## config.mk

```make
export PLATFORM = sky130hd
export DESIGN_NAME = lla_ctrl
export DESIGN_NICKNAME = d
export VERILOG_FILES = /design/src/design/lla_pkg.sv /design/src/design/lla_ctrl.sv
export SDC_FILE = /design/constraint.sdc
export NUM_CORES = 1
export LEC_CHECK = 0
export BUFFER_PORTS_ARGS = -buffer_cell sky130_fd_sc_hd__buf_2
export CORE_MARGIN = 10
export CORE_UTILIZATION = 32
export DETAILED_ROUTE_END_ITERATION = 12
export PLACE_DENSITY = 0.65
export REMOVE_ABC_BUFFERS = 1
export SETUP_SLACK_MARGIN = 0.4
export SYNTH_ARGS = -nofsm -noshare
export SYNTH_HDL_FRONTEND = slang
export SYNTH_SLANG_ARGS = --single-unit
```

## constraint.sdc

```tcl
create_clock -name clock -period 6.05 [get_ports clock]
set_input_delay 1.21 -clock clock [delete_from_list [all_inputs] [get_ports clock]]
set_output_delay 1.21 -clock clock [all_outputs]
set_load 0.02 [all_outputs]
```

## src/design/lla_pkg.sv

```systemverilog
// Shared types and constants for the life-like automaton step block.
package lla_pkg;

   localparam int CMD_W       = 2;
   localparam int INDEX_W     = 6;
   localparam int SIZE_W      = 7;
   localparam int CSR_INDEX_W = 2;
   localparam int COUNT_W     = 4;

   localparam logic [CMD_W-1:0] CMD_WRITE   = 2'd0;
   localparam logic [CMD_W-1:0] CMD_READ    = 2'd1;
   localparam logic [CMD_W-1:0] CMD_ADVANCE = 2'd2;

   localparam logic [CSR_INDEX_W-1:0] CSR_ACTIVE_ROWS = 2'd0;
   localparam logic [CSR_INDEX_W-1:0] CSR_ACTIVE_COLS = 2'd1;

   localparam logic [SIZE_W-1:0] SIZE_RESET = 7'd64;

   localparam logic [COUNT_W-1:0] BIRTH_COUNT = 4'd3;
   localparam logic [COUNT_W-1:0] SURVIVE_MIN = 4'd1;
   localparam logic [COUNT_W-1:0] SURVIVE_MAX = 4'd4;

   // row write source
   localparam logic [1:0] WR_CLEAR = 2'd0;
   localparam logic [1:0] WR_CELL  = 2'd1;
   localparam logic [1:0] WR_GEN   = 2'd2;

   typedef struct packed {
      logic       latch;        // capture request word
      logic       rd_en;
      logic       rd_use_req;   // read address from request row
      logic       wr_en;
      logic       wr_use_req;   // write address from latched row
      logic [1:0] wr_src;
      logic       win_clear;
      logic       win_shift;
      logic       below_valid;
      logic       rsp_load;
   } lla_cmd_type;

   typedef struct packed {
      logic [CMD_W-1:0] command;
      logic             in_range;
      logic             out_free;
   } lla_stat_type;

endpackage

```

## src/design/lla_ctrl.sv

```systemverilog
// Controller state machine: clearing pass, cell access and row-sweep sequencing.
module lla_ctrl #(
   parameter int MAX_ROWS = 64
) (
   input  logic                                clock,
   input  logic                                reset,
   input  logic                                req_valid,
   input  logic [lla_pkg::CMD_W-1:0]           req_command,
   output logic                                req_stall,
   input  lla_pkg::lla_stat_type               stat,
   input  logic [$clog2(MAX_ROWS+2)-1:0]       eff_rows,
   output lla_pkg::lla_cmd_type                cmd,
   output logic [$clog2(MAX_ROWS)-1:0]         rd_addr,
   output logic [$clog2(MAX_ROWS)-1:0]         wr_addr
);

   localparam int AW = $clog2(MAX_ROWS);
   localparam int CW = $clog2(MAX_ROWS+2);

   localparam logic [1:0] ST_CLEAR  = 2'd0;
   localparam logic [1:0] ST_IDLE   = 2'd1;
   localparam logic [1:0] ST_ACCESS = 2'd2;
   localparam logic [1:0] ST_ADV    = 2'd3;

   logic [1:0]    state_ff, state_in;
   logic [CW-1:0] k_ff, k_in;
   logic [CW-1:0] k_m2;
   logic          last;

   assign req_stall = (state_ff != ST_IDLE);
   assign k_m2      = CW'(k_ff - CW'(2));
   assign last      = (k_ff == CW'(eff_rows + CW'(1)));

   always_comb begin
      state_in = state_ff;
      k_in     = k_ff;
      cmd      = '0;
      rd_addr  = k_ff[AW-1:0];
      wr_addr  = k_ff[AW-1:0];
      case (state_ff)
         ST_CLEAR: begin
            cmd.wr_en  = 1'b1;
            cmd.wr_src = lla_pkg::WR_CLEAR;
            if (k_ff == CW'(MAX_ROWS - 1)) begin
               state_in = ST_IDLE;
               k_in     = '0;
            end else begin
               k_in = CW'(k_ff + CW'(1));
            end
         end
         ST_IDLE: begin
            if (req_valid) begin
               cmd.latch = 1'b1;
               if (req_command == lla_pkg::CMD_ADVANCE) begin
                  cmd.win_clear = 1'b1;
                  k_in          = '0;
                  state_in      = ST_ADV;
               end else begin
                  cmd.rd_en      = 1'b1;
                  cmd.rd_use_req = 1'b1;
                  state_in       = ST_ACCESS;
               end
            end
         end
         ST_ACCESS: begin
            if (stat.out_free) begin
               cmd.rsp_load   = 1'b1;
               cmd.wr_en      = (stat.command == lla_pkg::CMD_WRITE) && stat.in_range;
               cmd.wr_use_req = 1'b1;
               cmd.wr_src     = lla_pkg::WR_CELL;
               state_in       = ST_IDLE;
            end
         end
         ST_ADV: begin
            // k: read row k, window sees row k-1 below, writes new row k-2
            if (!last || stat.out_free) begin
               cmd.rd_en       = (k_ff < eff_rows);
               cmd.below_valid = (k_ff >= CW'(1)) && (k_ff <= eff_rows);
               cmd.win_shift   = (k_ff >= CW'(1));
               cmd.wr_en       = (k_ff >= CW'(2));
               cmd.wr_src      = lla_pkg::WR_GEN;
               wr_addr         = k_m2[AW-1:0];
               if (last) begin
                  cmd.rsp_load = 1'b1;
                  state_in     = ST_IDLE;
               end else begin
                  k_in = CW'(k_ff + CW'(1));
               end
            end
         end
         default: begin
            state_in = ST_IDLE;
         end
      endcase
   end

   always_ff @(posedge clock) begin
      if (reset) begin
         state_ff <= ST_CLEAR;
         k_ff     <= '0;
      end else begin
         state_ff <= state_in;
         k_ff     <= k_in;
      end
   end

endmodule

```

; Word-level counts from Yosys, hierarchy flattened
; Cells that the tools add are included.
[classes]
n_addsub = 3
magnitude_cmp = 4
eq_ne = 14
mux = 35
reduce_logical = 9
[op_table]
columns = op, count
row1 = 7-bit 2-to-1 mux, 5
row2 = 7-bit case mux with 3 select lines, 1
row3 = 2-bit 2-to-1 mux, 8
row4 = 7-bit by 1-bit adder with 7-bit output (second input constant), 2
row5 = 2-bit != test (second input constant), 7
row6 = 6-bit 2-to-1 mux, 2
row7 = 1-bit 2-to-1 mux, 11
row8 = 5-bit AND reduction, 2
row9 = 2-bit case mux with 4 select lines, 1
row10 = 7-bit by 6-bit equality test with 1-bit output (second input constant), 1
row11 = 7-bit equality test, 1
row12 = 7-bit by 1-bit greater-or-equal comparator with 1-bit output (second input constant), 1
row13 = 7-bit by 2-bit greater-or-equal comparator with 1-bit output (second input constant), 1
row14 = 7-bit less-or-equal comparator, 1
row15 = 7-bit less-than comparator, 1
row16 = 2-bit equality test (second input constant), 3
row17 = 3-bit 2-to-1 mux, 2
row18 = 6-bit by 2-bit subtractor with 6-bit output (second input constant), 1
row19 = 2-bit logical NOT, 2
row20 = 4-bit 2-to-1 mux, 1
row21 = 1-bit case mux with 2 select lines, 2
row22 = 2-bit case mux with 2 select lines, 1
row23 = 1-bit case mux with 3 select lines, 1
row24 = 3-bit nonzero test, 1
row25 = 5 further kinds, 6
[word_totals]
regBits = 9
in_bits = 16
out_inout_bits = 24

; Depth between registers and ports, before layout
; Gate-level depths: netlist of the first run.
[logic_depth]
ltp_word = 6
mapped_depth = 8

; Worst setup path before layout of the first run
; OpenSTA, ideal clock, no wires.
[synth_path]
kind = in2out
from = input eff_rows[0]
to = output wr_addr[1]
arrival_time_ns = 3.193
required_time_ns = 4.840
slack_ns = 1.647
stages = 8
n_path_buf = 1
path_cell_list = ha_1 -> buf_2 -> xor3_1 -> nor3_2 -> o21bai_4 -> a2111oi_4 -> nor2_2 -> xnor2_1
[synth_between]
elab_chain_cells = 6
[synth_rtl]
columns = element, line_no
row1 = from (decl), lla_ctrl.sv:11  ; input logic [$clog2(MAX_ROWS+2)-1:0] eff_rows,
row2 = 7-bit by 1-bit adder with 7-bit output, lla_ctrl.sv:32  ; assign last = (k_ff == CW'(eff_rows + CW'(1)));
row3 = 7-bit equality test, lla_ctrl.sv:32
row4 = 1-bit logical NOT, lla_ctrl.sv:76  ; if (!last || stat.out_free) begin
row5 = 1-bit logical OR, lla_ctrl.sv:76
row6 = 6-bit 2-to-1 mux, lla_ctrl.sv:76
row7 = 6-bit 2-to-1 mux, lla_ctrl.sv:40  ; case (state_ff)
row8 = to (decl), lla_ctrl.sv:14  ; output logic [$clog2(MAX_ROWS)-1:0] wr_addr
; No other way between the ends.

; Final worst setup path of the first run
; Same ends and word-level chain as after synthesis.

==> run_results.csv, run 1 <==
group,metric,value,unit
worst_setup_path,worstPathRequired,4.84,ns
worst_setup_path,crit_chain,"buf_2 > ha_1 > xor3_1 > nor3_2 > o21bai_4 > a2111oi_4 > nor2_2 > xnor2_1 > buf_2",
timing,finalSetupViolations,0,
worst_setup_path,end_kind,"primary output",
timing,timing.hold.ws,0.595,ns
timing,timing.slew.headroom,64.3,%
run,cap_violations,0,
route,wire_per_inst,15.0,microns
synthesis,yosys.area.top_type,"dfxtp_1",
grt,grt_pass1_vias,1262,
timing,finalHoldViolCount,0,
grt,antenna_found_initial,0,
floorplan,ios,40,
cells_and_area,final_cell_mix,"buf_2, inv_1, ha_1",
synthesis,synthTopCellsByArea,"dfxtp_1, ha_1, inv_1, a21oi_1, buf_4",
power_and_ir_drop,power_density,124,nW/um^2
cells_and_area,area_growth,15.9,%
clock_network,cts_resized,0,
timing,worst_pin_slew,0.535,ns
worst_setup_path,slowest_stage,"a2111oi_4",
worst_setup_path,timing.rr.end,"k_ff[2]",
floorplan,die_x,84.9,microns
worst_setup_path,r2r_slack,3.83,ns
placement,gp_congestion,0.834,
synthesis,yosysWarnings,0,
grt,track_usage,9.96,%
clock_network,cts_setup_buffers,0,
floorplan,dieHeight,84.9,microns
cells_and_area,mostFrequentLayoutCell,"buf_2",
route,wl,3.71,mm
route,ant_nets,0,
hold_path,min-delay-start,"k_ff[0]",
clock_network,cts_buffers,3,
route,vias,1312,
synthesis,ys_seq_elements,9,
placement,dp_hpwl,2.98,mm
route,drc_errors,0,
synthesis,synth_cells,169,
grt,grt.overflow.total,0,
power_and_ir_drop,leakagePower,0.736,nW
power_and_ir_drop,worst_ir_drop_vdd,82.1,uV
placement,placed_cell_area,1520,sq um
timing,max_freq,222,MHz
synthesis,ys.flop_type,"dfxtp_1",
floorplan,die_area,7200,sq um
worst_setup_path,crit_path_start_kind,"input port",
synthesis,synth.distinct_cells,56,
timing,rsz0062_at_grt,"false",
timing,finalCritPeriodShare,74.6,%
worst_setup_path,crit_arrival,3.30,ns
worst_setup_path,reg2reg_from,"k_ff[0]",
floorplan,rows,23,
clock_network,hold_buffers,0,
clock_network,clk_pin_slew_worst_paths,0.04,ns
cells_and_area,nets,229,
timing,finalMaxSlewViolations,0,
route,drt-vias-per-instance,5.29,
worst_setup_path,critPathKind,"input port to primary output",
outcome,status,"finished, final reports clean",
cells_and_area,diodes,0,
worst_setup_path,cpMostUsedCell,"buf_2",
cells_and_area,fin_area,1560,sq um
timing,period_minus_slack,4.51,ns
floorplan,core-area,4030,sq um
clock_network,cts_tree,"built",
synthesis,synth_area,1350,sq um
route,first_pass_iters,4,
clock_network,clock-sinks,9,
synthesis,synth.avg_cell_area,7.97,sq um
hold_path,worstHoldPathCells,2,
worst_setup_path,r2r_cells,7,
synthesis,seq_area_frac_synth,13.4,%
synthesis,async_flop_share,0,%
timing,finalClockSkew,0.00299,ns
clock_network,cts_buffer_depth,2,
clock_network,htreeDepth,1,
grt,grt_start_max_net_pins,14,
grt,grt_pass1_wl,6.13,mm
hold_path,min_to,"k_ff[0]",
synthesis,yosys.area.top_type_share,13.4,%
placement,portBuffers,39,
clock_network,clk-insertion-delay-late,0.23,ns
floorplan,start_util,33.4,%
synthesis,synth_edf_count,0,
worst_setup_path,cp_slowest_stage_delay,0.47,ns
worst_setup_path,crit_fanout,7,
cells_and_area,drive_gt1_share,26.3,%
route,drt-initial-drc-count,140,
hold_path,worstHoldPathType,"flop to flop",
clock_network,clockRootBuffer,"clkbuf_8",
timing,fin_setup_tns,0,ns
-- synthesized netlist by cell type, drive strengths merged (2+ instances only) --
master and instances:
nand2b 3, xor2 5, buf 13, nand4 2, nand2 11, nand4b 2, or4 3, a2111oi 2
nor2 12, dfxtp 9, inv 17, xnor2 5, a211oi 2, ha 14, o31ai 2, a21o 3
o21ai 4, nor3 3, nor2b 3, and3 2, a311oi 3, o211ai 2, nand3 8, nor4 2
a21oi 12, o41ai 2
-- kinds of logic (layout without fill, tap and decap cells) --
logic type | Yosys count | in the layout | synth area share [%]
xor gates and xnor gates | 11 | 11 | 8.27
AOI/OAI and AO/OA | 47 | 47 | 29.3
adders and majority gates | 14 | 14 | 13.0
muxes | 1 | 1 | 0.744
and+or+nand+nor | 56 | 56 | 24.0
buffers and inverters | 31 | 60 | 11.3
DFF | 9 | 9 | 13.4
-- flip-flops by register name, summed over array words and instances, names as in the netlist --
signal and cells:
state_ff 2, k_ff 7
-- metal layers --
layer  vias up  track usage, %  part of all wire, %
met5         -               0                    0
met4         0            1.05                    0
met3         0            4.02                  7.2
met2        31            15.3                   44
met1       603            13.1                   48
li1        678               -                    -
-- critical path, delay by kind of cell --
family | cells | cell delay, ns
buffers and inverters | 2 | 0.31
xor gates and xnor gates | 2 | 0.54
AOI/OAI and AO/OA | 2 | 0.58
and+or+nand+nor | 2 | 0.33
adders and majority gates | 1 | 0.33
-- per-stage QoR --
step | power (W) | util, % | instances | worst slack [ns]
floorplan | 0.000103 | - | 155 | 1.68
global placement | 0.000123 | 37.6 | 244 | 1.55
detailed placement | 0.000124 | 37.6 | 244 | 1.53
CTS | 0.000196 | 38.7 | 248 | 1.53
global route | 0.000208 | 38.7 | 248 | 1.26
finish | 0.000193 | 38.7 | 248 | 1.54
-- final cells by class --
type	count	area, sq um
multi-input cells	129	1010
flip-flops and latches	9	180
clock buffers	4	45.0
fillers	434	2470
well taps	50	62.6
repair buffers	39	195
inverters	17	63.8
-- how the worst max path moves through the flow --
stage,cells past startpoint,from,slack [ns],endpoint
after floorplan,7,eff_rows[0],1.68,wr_addr[1]
after global placement,9,eff_rows[0],1.55,wr_addr[1]
after detailed placement,9,eff_rows[0],1.53,wr_addr[2]
after CTS,9,eff_rows[0],1.53,wr_addr[1]
after global routing,9,eff_rows[0],1.26,wr_addr[2]
final,9,eff_rows[0],1.54,wr_addr[1]
-- report_power, final --
part	switching (W)	total, W	internal [W]
Combinational	0.0000329	0.0000566	0.0000236
Sequential	0.00000492	0.0000663	0.0000614
Clock	0.0000240	0.0000700	0.0000459
Power figures use the tool's default switching activity.
==> inputs of run 2 (changes only) <==
Clock period 6.05 ns to 4.3 ns, I/O delays scaled along.
==> run_results.csv, run 2 (synthesized netlist as in run 1, its figures left out) <==
group,metric,value,unit
clock_network,clk-insertion-delay-late,0.23,ns
cells_and_area,diodes,0,
worst_setup_path,critPathKind,"input port to primary output",
clock_network,htreeDepth,1,
floorplan,die_area,7200,sq um
timing,finalClockSkew,0.000183,ns
route,vias,1353,
cells_and_area,mostFrequentLayoutCell,"buf_2",
route,drt-vias-per-instance,5.41,
timing,timing.slew.headroom,64.9,%
timing,finalMaxSlewViolations,0,
route,top_layer_used,"met4",
grt,grt_pass1_vias,1340,
worst_setup_path,worstPathRequired,3.44,ns
grt,grt_start_max_net_pins,14,
run,cap_violations,0,
floorplan,core-area,4030,sq um
route,first_pass_iters,4,
cells_and_area,area_growth,17.9,%
grt,antenna_found_initial,0,
route,wl,3.98,mm
hold_path,worstHoldPathType,"flop to flop",
clock_network,clock-sinks,9,
clock_network,cts_buffers,3,
timing,max_freq,267,MHz
placement,portBuffers,39,
cells_and_area,nFillCells,431,
worst_setup_path,end_kind,"primary output",
placement,placed_cell_area,1520,sq um
timing,setup_slack,0.561,ns
floorplan,start_util,33.4,%
cells_and_area,multi_input_area,1030,sq um
timing,finalSetupViolations,0,
worst_setup_path,crit_path_start_kind,"input port",
cells_and_area,largest_register_ffs,7,
clock_network,clk_pin_slew_worst_paths,0.04,ns
timing,worst_pin_slew,0.526,ns
route,dr_wl_met2,1.85,mm
placement,place_ws,0.458,ns
power_and_ir_drop,leakagePower,0.747,nW
worst_setup_path,crit_fanout,7,
timing,finalHoldViolCount,0,
floorplan,rows,23,
timing,timing.hold.ws,0.612,ns
placement,dp_hpwl,3.15,mm
cells_and_area,drive_gt1_share,27.5,%
route,route.met3.wl,359,microns
clock_network,cts_buffer_depth,2,
cells_and_area,seqCellArea,180,sq um
floorplan,die_x,84.9,microns
placement,gp_congestion,0.830,
route,wire_per_inst,15.9,microns
cells_and_area,regMostFlops,"k_ff",
clock_network,cts_tree,"built",
timing,finalCritPeriodShare,86.9,%
power_and_ir_drop,worst_ir_drop_vdd,110,uV
worst_setup_path,crit_arrival,2.88,ns
timing,period_minus_slack,3.74,ns
power_and_ir_drop,power_density,174,nW/um^2
clock_network,hold_buffers,0,
timing,rsz0062_at_grt,"false",
cells_and_area,nets,231,
grt,track_usage,11.0,%
clock_network,clockRootBuffer,"clkbuf_8",
cells_and_area,fin_area,1590,sq um
route,met1_length,1.76,mm
floorplan,dieHeight,84.9,microns
cells_and_area,reg_top3,"k_ff x7, state_ff x2",
cells_and_area,final_cell_mix,"buf_2, inv_1, ha_1",
grt,grt_pass1_wl,6.70,mm
route,drc_errors,0,
outcome,status,"finished, final reports clean",
timing,fin_setup_tns,0,ns
route,drt-initial-drc-count,130,
grt,grt.overflow.total,0,
route,ant_nets,0,
floorplan,ios,40,
==> run 2: critical path, stage by stage <==
cell and delay, ns:
buf_2 0.14, ha_4 0.20, xor3_1 0.37, nor3_2 0.19, o21bai_4 0.11, a2111oi_4 0.39
buf_4 0.20, nor4b_2 0.05, xor2_1 0.16, buf_2 0.19
==> run 2: metal layers <==
layer	up-vias	global-route usage [%]
met3	4	4.21
met2	48	16.7
li1	678	-
met1	623	14.4
met4	0	1.80
met5	-	0
==> run 2: area by class of cell <==
type | count | area share [%]
Clock buffer | 4 | 2.84
Timing Repair Buffer | 41 | 13.2
Multi-Input combinational cell | 129 | 64.6
Inverter | 17 | 4.02
Tap cell | 50 | 3.94
Sequential cell | 9 | 11.3
==> run 2: worst paths after layout <==
kind | start | end | slack, ns | cells past startpoint
worst max-delay path | eff_rows[0] | wr_addr[4] | 0.56 | 10
worst min-delay path | k_ff[0] | k_ff[0] | 0.61 | 2
worst max register to register | k_ff[0] | k_ff[2] | 2.06 | 7
worst min register to register | k_ff[0] | k_ff[0] | 0.61 | 2
==> run 2: power breakdown <==
part | internal [W] | switching (W) | total [W]
registers | 0.0000863 | 0.00000697 | 0.0000933
clock network | 0.0000647 | 0.0000349 | 0.0000996
logic | 0.0000349 | 0.0000477 | 0.0000827
==> run 2: what timing repair did <==
action                                  in CTS  in global routing
buffers inserted                             0                  1
gates resized for setup                      0                  2
endpoints found under the setup margin       0                  9
==> run 2: stage by stage <==
| step | cells | total power (W) | util, % |
|---|---|---|---|
| finish | 250 | 0.000276 | 39.4 |
| global route | 250 | 0.000295 | 39.4 |
| CTS | 249 | 0.000277 | 38.9 |
| detailed placement | 245 | 0.000175 | 37.8 |
| global placement | 245 | 0.000174 | 37.8 |
| floorplan | 155 | 0.000145 | - |
